**src/rtl/ssr_pkg.sv**
```systemverilog
// Package for the streaming substring replace block: sizes, codes, payload
// types and the control structs passed to the window and burst cells.
// No dependencies.
package ssr_pkg;

    localparam int PATTERN_MAX     = 16;
    localparam int REPLACEMENT_MAX = 16;
    localparam int WIN_CELLS       = PATTERN_MAX;
    localparam int BURST_CELLS     = (PATTERN_MAX > REPLACEMENT_MAX) ? PATTERN_MAX
                                                                     : REPLACEMENT_MAX;
    localparam int LEN_W           = 5;
    localparam int FILL_W          = 4;
    localparam int CNT_W           = 5;
    localparam int CFG_IDX_W       = 3;
    localparam int CFG_DATA_W      = 64;

    typedef logic [7:0] byte_t;

    localparam byte_t NEWLINE_BYTE = 8'd10;

    typedef enum logic [CFG_IDX_W-1:0] {
        CFG_PATTERN_LOW      = 3'd0,
        CFG_PATTERN_HIGH     = 3'd1,
        CFG_PATTERN_LENGTH   = 3'd2,
        CFG_REPLACEMENT_LOW  = 3'd3,
        CFG_REPLACEMENT_HIGH = 3'd4,
        CFG_REPLACEMENT_LEN  = 3'd5
    } cfg_index_t;

    typedef struct packed {
        logic en;
        logic shift;
    } win_ctrl_t;

    typedef struct packed {
        logic load;
        logic shift;
    } burst_ctrl_t;

endpackage

```
**src/rtl/stream_substring_replace.sv**
```systemverilog
// Top level of the streaming find-and-replace block: config registers, fill
// control, a row of window cells and a row of burst cells feeding the output.
// Depends on ssr_pkg, ssr_window_cell, ssr_burst_cell.
//
// channel | signals                                  | direction
// --------+------------------------------------------+----------
// in      | in_valid, in_ready, in_byte, end_of_stream | sink
// out     | out_valid, out_ready, out_byte, run_last,  | source
//         | stream_done                                |
// cfg     | cfg_valid, cfg_ready, cfg_index, cfg_data  | sink
//
// An item is decided in the cycle it is accepted; its results (0 to 16 bytes)
// are loaded into the burst line and leave one per cycle while out_ready is
// high, from the next cycle. A new item is taken while the last byte of the
// previous one is taken, so items that yield at most one byte flow at one
// item per cycle while out_ready is high; an item with more bytes holds the
// input until its last byte is taken, since the single output port carries them.
// Reset clears the config registers, window fill and burst count.
// cfg_ready is always high; writes are expected only while the block is idle.
module stream_substring_replace (
    input  logic                                 clk,
    input  logic                                 rst_n,
    input  logic                                 in_valid,
    output logic                                 in_ready,
    input  ssr_pkg::byte_t                       in_byte,
    input  logic                                 end_of_stream,
    output logic                                 out_valid,
    input  logic                                 out_ready,
    output ssr_pkg::byte_t                       out_byte,
    output logic                                 run_last,
    output logic                                 stream_done,
    input  logic                                 cfg_valid,
    output logic                                 cfg_ready,
    input  logic [ssr_pkg::CFG_IDX_W-1:0]        cfg_index,
    input  logic [ssr_pkg::CFG_DATA_W-1:0]       cfg_data
);
    import ssr_pkg::*;

    logic [63:0]       pattern_low_reg;
    logic [63:0]       pattern_high_reg;
    logic [LEN_W-1:0]  pattern_length_reg;
    logic [63:0]       replacement_low_reg;
    logic [63:0]       replacement_high_reg;
    logic [LEN_W-1:0]  replacement_length_reg;

    logic [FILL_W-1:0] fill_reg;
    logic [FILL_W-1:0] fill_next;
    logic [CNT_W-1:0]  count_reg;
    logic [CNT_W-1:0]  count_next;
    logic              eos_reg;

    logic [LEN_W-1:0]  plen;
    logic [LEN_W-1:0]  rlen;
    logic [LEN_W-1:0]  fill_inc;
    logic              in_acc;
    logic              out_acc;
    logic              cfg_acc;
    logic              pass_thru;
    logic              is_newline;
    logic              normal;
    logic              full;
    logic              hit;
    logic              use_rep;
    logic [CNT_W-1:0]  emit_cnt;

    byte_t             win_val  [WIN_CELLS+1];
    logic [WIN_CELLS-1:0] win_eq;
    byte_t             burst_q  [BURST_CELLS+1];
    win_ctrl_t         win_ctrl;
    burst_ctrl_t       burst_ctrl;

    assign cfg_ready = 1'b1;
    assign cfg_acc   = cfg_valid && cfg_ready;
    assign in_ready  = (count_reg == '0) || ((count_reg == CNT_W'(1)) && out_ready);
    assign in_acc    = in_valid && in_ready;
    assign out_valid = (count_reg != '0);
    assign out_acc   = out_valid && out_ready;
    assign out_byte  = burst_q[0];
    assign run_last  = (count_reg == CNT_W'(1));
    assign stream_done = run_last && eos_reg;

    assign plen = (pattern_length_reg > LEN_W'(PATTERN_MAX)) ? LEN_W'(PATTERN_MAX)
                                                             : pattern_length_reg;
    assign rlen = (replacement_length_reg > LEN_W'(REPLACEMENT_MAX))
                  ? LEN_W'(REPLACEMENT_MAX) : replacement_length_reg;

    assign fill_inc   = LEN_W'(fill_reg) + LEN_W'(1);
    assign pass_thru  = (plen == '0);
    assign is_newline = (in_byte == NEWLINE_BYTE);
    assign normal     = !pass_thru && !is_newline;
    assign full       = (fill_inc == plen);
    assign hit        = &win_eq;
    assign use_rep    = normal && full && hit;

    assign win_ctrl.en    = in_acc;
    assign win_ctrl.shift = in_acc && normal && full && !hit;

    assign burst_ctrl.load  = in_acc;
    assign burst_ctrl.shift = out_acc;

    always_comb
    begin
        emit_cnt  = '0;
        fill_next = '0;
        if (pass_thru)
        begin
            emit_cnt = CNT_W'(1);
        end
        else if (is_newline)
        begin
            emit_cnt = CNT_W'(fill_inc);
        end
        else if (full)
        begin
            if (hit)
            begin
                emit_cnt = CNT_W'(rlen);
            end
            else if (end_of_stream)
            begin
                emit_cnt = CNT_W'(plen);
            end
            else
            begin
                emit_cnt  = CNT_W'(1);
                fill_next = FILL_W'(plen - LEN_W'(1));
            end
        end
        else if (end_of_stream)
        begin
            emit_cnt = CNT_W'(fill_inc);
        end
        else
        begin
            fill_next = FILL_W'(fill_inc);
        end
    end

    always_comb
    begin
        count_next = count_reg;
        if (in_acc)
        begin
            count_next = emit_cnt;
        end
        else if (out_acc)
        begin
            count_next = count_reg - CNT_W'(1);
        end
    end

    always_ff @(posedge clk or negedge rst_n)
    begin
        if (!rst_n)
        begin
            pattern_low_reg        <= '0;
            pattern_high_reg       <= '0;
            pattern_length_reg     <= '0;
            replacement_low_reg    <= '0;
            replacement_high_reg   <= '0;
            replacement_length_reg <= '0;
            fill_reg               <= '0;
            count_reg              <= '0;
            eos_reg                <= 1'b0;
        end
        else
        begin
            count_reg <= count_next;
            if (cfg_acc && (cfg_index == CFG_PATTERN_LENGTH))
            begin
                fill_reg <= '0;
            end
            else if (in_acc)
            begin
                fill_reg <= fill_next;
            end
            if (in_acc)
            begin
                eos_reg <= end_of_stream;
            end
            if (cfg_acc)
            begin
                case (cfg_index)
                    CFG_PATTERN_LOW:      pattern_low_reg      <= cfg_data;
                    CFG_PATTERN_HIGH:     pattern_high_reg     <= cfg_data;
                    CFG_PATTERN_LENGTH:   pattern_length_reg   <= cfg_data[LEN_W-1:0];
                    CFG_REPLACEMENT_LOW:  replacement_low_reg  <= cfg_data;
                    CFG_REPLACEMENT_HIGH: replacement_high_reg <= cfg_data;
                    CFG_REPLACEMENT_LEN:  replacement_length_reg <= cfg_data[LEN_W-1:0];
                    default:              ;
                endcase
            end
        end
    end

    assign win_val[WIN_CELLS]   = '0;
    assign burst_q[BURST_CELLS] = '0;

    for (genvar i = 0; i < WIN_CELLS; i++)
    begin : g_win
        byte_t pat_b;
        if (i < 8)
        begin : g_lo
            assign pat_b = pattern_low_reg[8*i +: 8];
        end
        else
        begin : g_hi
            assign pat_b = pattern_high_reg[8*(i-8) +: 8];
        end

        ssr_window_cell u_cell (
            .clk       (clk),
            .ctrl      (win_ctrl),
            .sel       (fill_reg == FILL_W'(i)),
            .in_use    (LEN_W'(i) < plen),
            .in_byte   (in_byte),
            .pat_byte  (pat_b),
            .right_val (win_val[i+1]),
            .val       (win_val[i]),
            .eq        (win_eq[i])
        );
    end

    for (genvar i = 0; i < BURST_CELLS; i++)
    begin : g_burst
        byte_t rep_b;
        byte_t win_b;
        if (i < 8)
        begin : g_lo
            assign rep_b = replacement_low_reg[8*i +: 8];
        end
        else
        begin : g_hi
            assign rep_b = replacement_high_reg[8*(i-8) +: 8];
        end
        if (i < WIN_CELLS)
        begin : g_win_src
            assign win_b = win_val[i];
        end
        else
        begin : g_no_src
            assign win_b = '0;
        end

        ssr_burst_cell u_cell (
            .clk        (clk),
            .ctrl       (burst_ctrl),
            .load_byte  (use_rep ? rep_b : win_b),
            .right_byte (burst_q[i+1]),
            .q          (burst_q[i])
        );
    end

    // input is held while more than one byte of a burst remains
    a_ready_hold: assert property (@(posedge clk) disable iff (!rst_n)
        (count_reg > CNT_W'(1)) |-> !in_ready)
        else $error("input taken with burst still pending");

    a_count_range: assert property (@(posedge clk) disable iff (!rst_n)
        count_reg <= CNT_W'(BURST_CELLS))
        else $error("burst count beyond line length");

    a_fill_range: assert property (@(posedge clk) disable iff (!rst_n)
        (fill_reg == '0) || (LEN_W'(fill_reg) < plen))
        else $error("window fill not below pattern length");

    a_drain: assert property (@(posedge clk) disable iff (!rst_n)
        (out_acc && run_last && !in_acc) |=> (count_reg == '0))
        else $error("burst did not drain after last byte");

    a_load: assert property (@(posedge clk) disable iff (!rst_n)
        in_acc |=> (count_reg == $past(emit_cnt)))
        else $error("burst count not loaded from item");

endmodule

```
**src/rtl/ssr_window_cell.sv**
```systemverilog
// One byte of the match window: appends the incoming byte when selected,
// compares against its pattern byte and hands its value to the left neighbor.
// Depends on ssr_pkg.
module ssr_window_cell (
    input  logic              clk,
    input  ssr_pkg::win_ctrl_t ctrl,
    input  logic              sel,
    input  logic              in_use,
    input  ssr_pkg::byte_t    in_byte,
    input  ssr_pkg::byte_t    pat_byte,
    input  ssr_pkg::byte_t    right_val,
    output ssr_pkg::byte_t    val,
    output logic              eq
);
    import ssr_pkg::*;

    byte_t data_reg;
    byte_t data_next;

    // value as seen after this item's append
    assign val       = sel ? in_byte : data_reg;
    assign eq        = !in_use || (val == pat_byte);
    assign data_next = ctrl.shift ? right_val : val;

    always_ff @(posedge clk)
    begin
        if (ctrl.en)
        begin
            data_reg <= data_next;
        end
    end

endmodule

```
**src/rtl/ssr_burst_cell.sv**
```systemverilog
// One slot of the output burst line: loads a result byte or takes the byte
// of its right neighbor as the line drains toward the output.
// Depends on ssr_pkg.
module ssr_burst_cell (
    input  logic                 clk,
    input  ssr_pkg::burst_ctrl_t ctrl,
    input  ssr_pkg::byte_t       load_byte,
    input  ssr_pkg::byte_t       right_byte,
    output ssr_pkg::byte_t       q
);
    import ssr_pkg::*;

    byte_t q_reg;
    byte_t q_next;

    assign q_next = ctrl.load ? load_byte : right_byte;
    assign q      = q_reg;

    always_ff @(posedge clk)
    begin
        if (ctrl.load || ctrl.shift)
        begin
            q_reg <= q_next;
        end
    end

endmodule
```
**config.mk**
```make
export PLATFORM = sky130hd
export DESIGN_NAME = stream_substring_replace
export DESIGN_NICKNAME = d
export VERILOG_FILES = /design/src/rtl/ssr_pkg.sv /design/src/rtl/stream_substring_replace.sv /design/src/rtl/ssr_window_cell.sv /design/src/rtl/ssr_burst_cell.sv
export SDC_FILE = /design/constraint.sdc
export NUM_CORES = 1
export LEC_CHECK = 0
export BUFFER_PORTS_ARGS = -buffer_cell sky130_fd_sc_hd__buf_2
export CAP_MARGIN = 20
export CORE_MARGIN = 4
export CORE_UTILIZATION = 55
export CTS_CLUSTER_DIAMETER = 150
export CTS_CLUSTER_SIZE = 10
export DETAILED_ROUTE_END_ITERATION = 10
export PLACE_DENSITY = 0.73
export SLEW_MARGIN = 20
export SYNTH_ARGS = -nofsm -noshare
export SYNTH_HDL_FRONTEND = slang
export SYNTH_SLANG_ARGS = --single-unit
```
**constraint.sdc**
```tcl
create_clock -name clk -period 7.25 [get_ports clk]
set_clock_uncertainty 0.05 [all_clocks]
set_input_delay 1.0875 -clock clk [delete_from_list [all_inputs] [get_ports clk]]
set_output_delay 1.0875 -clock clk [all_outputs]
set_load 0.02 [all_outputs]
```
Word-level counts from Yosys, hierarchy flattened
Cells that the tools add are included.
W data, S select, Z words.

cells by class
  add/subtract/negate cells = 3
  $mul = 0
  divide/modulo/power cells = 0
  magnitude comparators = 18
  eq/ne operators = 39
  shifts and indexed selects = 0
  mux-type cells = 80
  bitwise operators = 0
  reductions and logical operators = 62

operator list
  operator               number
  $mux W8                62
  $eq A8 B8 Y1           16
  $mux W5                10
  $lt A4 B5 Y1 const A   8
  $eq A4 B4 Y1 const B   8
  $mux W4                8
  $lt A3 B5 Y1 const A   4
  $logic_not A1 Y1       19
  $logic_or A1 B1 Y1     18
  $eq A4 B3 Y1 const B   4
  $reduce_and A16 Y1     1
  $reduce_and A2 Y1      6
  $logic_and A1 B1 Y1    11
  $gt A5 B5 Y1 const B   2
  $logic_not A5 Y1       2
  $lt A1 B5 Y1 const A   2
  $lt A2 B5 Y1 const A   2
  $eq A4 B2 Y1 const B   2
  $eq A8 B4 Y1 const B   1
  $eq A3 B2 Y1 const B   2
  $eq A3 B3 Y1 const B   2
  $add A4 B1 Y5 const B  1
  $eq A5 B1 Y1 const B   1
  $eq A5 B5 Y1           1
  8 further kinds        9

word-level totals
  register bits = 532
  bits in latches = 0
  memory bits (writable) = 0
  memory bits (read-only) = 0
  input port bits = 81
  output and inout port bits = 13
  word-level logic and storage cells = 243
  memories = 0

Longest topological paths before layout
  word-level depth = 12
  depth in mapped cells = 16
  gate-level depth less buffers = 12

Cells and area by module
Synthesis repeated with hierarchy kept, for this count alone.

second synthesis, totals
  cells, all modules = 1,779
  area total of the unflattened synthesis = 28,174.5 sq um

modules (own cells, without submodules)
  module                    times used  cells an instance  area an instance (sq um)  sequential area each (sq um)
  stream_substring_replace  1           899                13,160.1                  6,906.6
  ssr_window_cell           16          37                 560.5                     240.2
  ssr_burst_cell            16          18                 377.9                     240.2

Worst setup path before layout
No wires, ideal clock.

  kind = input -> register
  start point = input out_ready
  end point = register g_burst[2].u_cell.q_reg[6] (data pin)
  library setup time = 0.180 ns
  data arrival time = 6.121 ns
  required time = 7.020 ns
  slack = 0.899 ns
  cell stages on the path = 8
  path buffers = 2
  cell sequence = a21oi_1 -> nor2b_1 -> nand2_1 -> inv_1 -> clkbuf_1 -> clkbuf_1 -> nand3_1 -> o311ai_1

RTL lines
  what                    line                            RTL
  start: declaration      stream_substring_replace.sv:28  input logic out_ready,
  end signal: assignment  ssr_burst_cell.sv:23            q_reg <= q_next;
  end: declaration        ssr_burst_cell.sv:13            byte_t q_reg;

Worst setup path after layout
  start point = register fill_reg[0]
  end point = register g_win[13].u_cell.data_reg[3] (data pin)

between the ends
  cells in the longest elaborated chain, start to end = 8
  elaborated cells on any way between the ends = 71
  those cells by class = add/sub: 1; eq/ne: 32; mux: 17; reduce/logical: 21

RTL lines
  what                                        line                             RTL
  start: declaration                          stream_substring_replace.sv:46   logic [FILL_W-1:0] fill_reg;
  start signal: assignment                    stream_substring_replace.sv:175  fill_reg <= fill_next;
  $eq A4 B1 Y1, or another cell as far along  stream_substring_replace.sv:214  .sel (fill_reg == FILL_W'(i)),
  $mux W8                                     ssr_window_cell.sv:21            assign val = sel ? in_byte : data_reg;
  $eq A8 B8 Y1                                ssr_window_cell.sv:22            assign eq = !in_use || (val == pat_byte);
  $logic_or A1 B1 Y1                          ssr_window_cell.sv:22
  $reduce_and A16 Y1                          stream_substring_replace.sv:92   assign hit = &win_eq;
  $logic_not A1 Y1                            stream_substring_replace.sv:96   assign win_ctrl.shift = in_acc && normal && full && !hit;
  $logic_and A1 B1 Y1                         stream_substring_replace.sv:96
  $mux W8 (*)                                 ssr_window_cell.sv:23            assign data_next = ctrl.shift ? right_val : val;
  via g_win[13].u_cell.data_next[3]           ssr_window_cell.sv:18            byte_t data_next;
  end signal: assignment                      ssr_window_cell.sv:29            data_reg <= data_next;
  end: declaration                            ssr_window_cell.sv:17            byte_t data_reg;

The timed path passes the listed nets; every way through them passes the cells marked *.
A chain may end at the register's enable or synchronous reset.

==> results.md <==
- Ant. Diodes: 0
- Die area: 0.05253 sq mm
- Final #Nets: approximately 2,400
- Cell Rows: 80
- Syn Inst Count: 2,320
- Top_reg_cell synth: dfrtp_1
- Share of cells above drive strength 1: 0.1885
- Max-cap violation count: 0
- Global route total overflow: 0
- Die Y: 229.2 um
- Period Utilization, post-route: 0.8229
- Ports: 94
- Finished Layout Cells: 3,002
- Post-synth EDFFs: around 260
- Design Area, Final: roughly 0.03 sq mm
- Synth area leader: edfxtp_1
- Post-layout worst setup margin: 1.284 ns
- DRC: 0
- # hold bufs at CTS: 0
- IO buf count: 92
- First-pass GRT wire length: 129.2 mm
- Clk Latency, worst-skew pair: 0.62 ns
- CTS Buf Count: 59
- Starting Density: 0.5601
- CP Data Arrival Time: between 6 and 7 ns
- Highest clock rate: 167.6 MHz
- DRT antenna net count: 0
- Final Hold Violating Endpoints: 0
- Post-synthesis register bit count: about 530
- Largest net degree at the start of global routing: 209
- Synth Warn #: 0
- Fin. max-slew vios: 0
- Drt first pass iters: 10
- Hpwl dp: 56.40 mm
- Avg Cell Area, Syn: approximately 12 sq um
- Post-CTS sizing: 0
- Vias per cell: 6.831
- Critical Path End Type: flip-flop
- Distinct cells, synth: approximately 70
- Final Critical Period: roughly 6.0 ns
- Clock sinks: 532
- Synthesis-to-layout area growth: 9.676%
- Cell Area, Synth: 0.02691 sq mm
- Placed cell areas: between 0.02 and 0.03 sq mm
- CTS max path bufs: 3
- H-tree depth: 2
- Total track usage: 0.3217
- TNS Setup: 0 ns
- Outcome: finished, final reports clean
- Top-area cell type share of the netlist area: 0.2857
- Routed WL: 86.06 mm
- Setup crit start kind: flip-flop
- First DRT Iteration DRCs: 2,808
- Routed vias: 20,510
- Final setup viols: 0
- Wire per inst: 28.67 um
- Post-CTS setup buffer count: 0
- Leakage power: between 10 and 15 nW
- PD cells: 354.2 mW/mm^2
- Initial antenna violation count: 1
- Placed cells: 2,893
- Synth area leaders: edfxtp_1 29%, dfrtp_1 26%, mux2_2 9.2%
- Crit-path max FO: 29
- CTS tree: done
- Flop2flop setup slack: 1.28 ns
- Core Region: about 0.048 sq mm
- Slew headroom: 0.1033
- VDD IR-drop max: 0.0003261 V
- CP Class: reg2reg
- Die width: around 230 um
- Worst hold path type: in2async
- Critical Path RT: 7.54 ns
- Unrepaired setup endpoints after global routing: no
- Syn_nets: 2,407
- Routability cong.: 0.9834
- Slew @ Worst Pin: between 1 and 1.5 ns
- Clock root buffer: clkbuf_16
- Vias in the first global route: 20,240
- Pre-CTS setup slack: 1.442 ns
- Clock-pin slew on the worst setup and hold paths: roughly 0.060 ns
- Fin util: 0.6143
- Seq/Total Area, Yosys: 0.5423
- Ys async rst share: 0.5188
-- cell families (layout without fill, tap and decap cells) --
logic type / Yosys count / count (layout) / synth area share
fa+ha+maj: 6 / 6 / 0.002790
simple gates: 573 / 573 / 0.1024
buf+inv: 276 / 343 / 0.04570
compound gates: 433 / 433 / 0.1145
mux: 408 / 408 / 0.1626
flops: 532 / 532 / 0.5423
other cells: 1 / 1 / 0.0001393
xor+xnor: 91 / 91 / 0.02962
-- cells in the final DEF (no fill, tap or decap), types with 11 or more instances in the layout --
| master | count |
|---|---|
| mux2i_1 | 183 |
| mux2_2 | 221 |
| nor2_1 | 106 |
| inv_1 | 91 |
| o311ai_1 | 120 |
| xor2_1 | 36 |
| edfxtp_1 | 256 |
| nor3_1 | 17 |
| a221oi_1 | 11 |
| dfrtp_1 | 276 |
| xnor2_1 | 55 |
| clkbuf_16 | 61 |
| o22ai_1 | 34 |
| clkbuf_1 | 47 |
| nand3_1 | 147 |
| buf_2 | 91 |
| nand2_1 | 197 |
| o21ai_0 | 66 |
| a222oi_1 | 17 |
| buf_4 | 39 |
| a21oi_1 | 91 |
| nand4_1 | 15 |
| nor2b_1 | 13 |
| o221ai_1 | 14 |
-- final timing paths --
| path | start | end | cells after the start |
|---|---|---|---|
| setup / recovery | fill_reg[0] | g_win[13].u_cell.data_reg[3] | 15 |
| hold / removal | rst_n | replacement_low_reg[4] | 1 |
| setup reg to reg | fill_reg[0] | g_win[13].u_cell.data_reg[3] | 15 |
| hold reg to reg | eos_reg | eos_reg | 2 |
| max in group asynchronous | rst_n | replacement_high_reg[42] | 2 |
| min in group clk | eos_reg | eos_reg | 2 |
-- cell type report --
type | instances | area [sq um]
tap | 615 | 769.5
sequential | 532 | 14590
clock buffer | 108 | 1703
clock inverter | 1 | 8.758
timing repair buffer | 139 | 923.4
inverter | 95 | 369.1
multi-input combinational | 1512 | 11150
fill | 3872 | 18530
-- synth_stat cells (all sizes together) (9+ instances only) --
| cell | instances |
|---|---|
| mux2i | 187 |
| a21oi | 91 |
| o221ai | 14 |
| o311ai | 122 |
| nand2 | 198 |
| o21ai | 66 |
| edfxtp | 256 |
| nor2b | 13 |
| clkbuf | 110 |
| xor2 | 36 |
| nand3b | 9 |
| nand3 | 148 |
| nand2b | 11 |
| o22ai | 34 |
| a221oi | 11 |
| a222oi | 17 |
| buf | 71 |
| nor2 | 107 |
| inv | 93 |
| dfrtp | 276 |
| nor3 | 19 |
| xnor2 | 55 |
| a211oi | 9 |
| nor4 | 10 |
| mux2 | 221 |
| nand4 | 15 |
-- stage by stage --
step | hold slack, ns | total power [W]
2_1_floorplan | 0.3884 | 0.006558
3_3_place_gp | 0.4215 | 0.007557
3_5_place_dp | 0.4116 | 0.007642
4_1_cts | 0.3836 | 0.01041
5_1_grt | 0.4112 | 0.01086
6_report | 0.3692 | 0.01045
-- worst max-delay path, stage by stage, from the launching register on --
cell	delay, ns
dfrtp_1	0.47
inv_1	0.17
ha_1	0.39
nor3b_2	0.24
buf_4	0.28
mux2i_1	0.50
o2bb2ai_1	0.15
a2111oi_0	0.94
a32oi_1	0.30
a2111oi_0	0.39
nand4_1	0.30
nor3_4	0.22
buf_4	0.38
nand2b_4	0.27
buf_4	0.43
mux2i_1	0.15
-- layer usage --
| metal | vias to the layer above | global-route usage | wire [um] |
|---|---|---|---|
| met4 | 0 | 0.1514 | 4549 |
| met5 | - | 0 | 0 |
| met1 | 10250 | 0.4444 | 33240 |
| met3 | 280 | 0.05741 | 8916 |
| met2 | 1282 | 0.4982 | 39350 |
| li1 | 8699 | - | - |
-- where the power goes --
group / internal [W] / leakage [nW] / switching (W)
logic: 0.00105 / 5.27 / 0.00182
clock network: 0.00156 / 0.812 / 0.00121
registers: 0.00424 / 5.77 / 0.000564
Power figures use the tool's default switching activity.
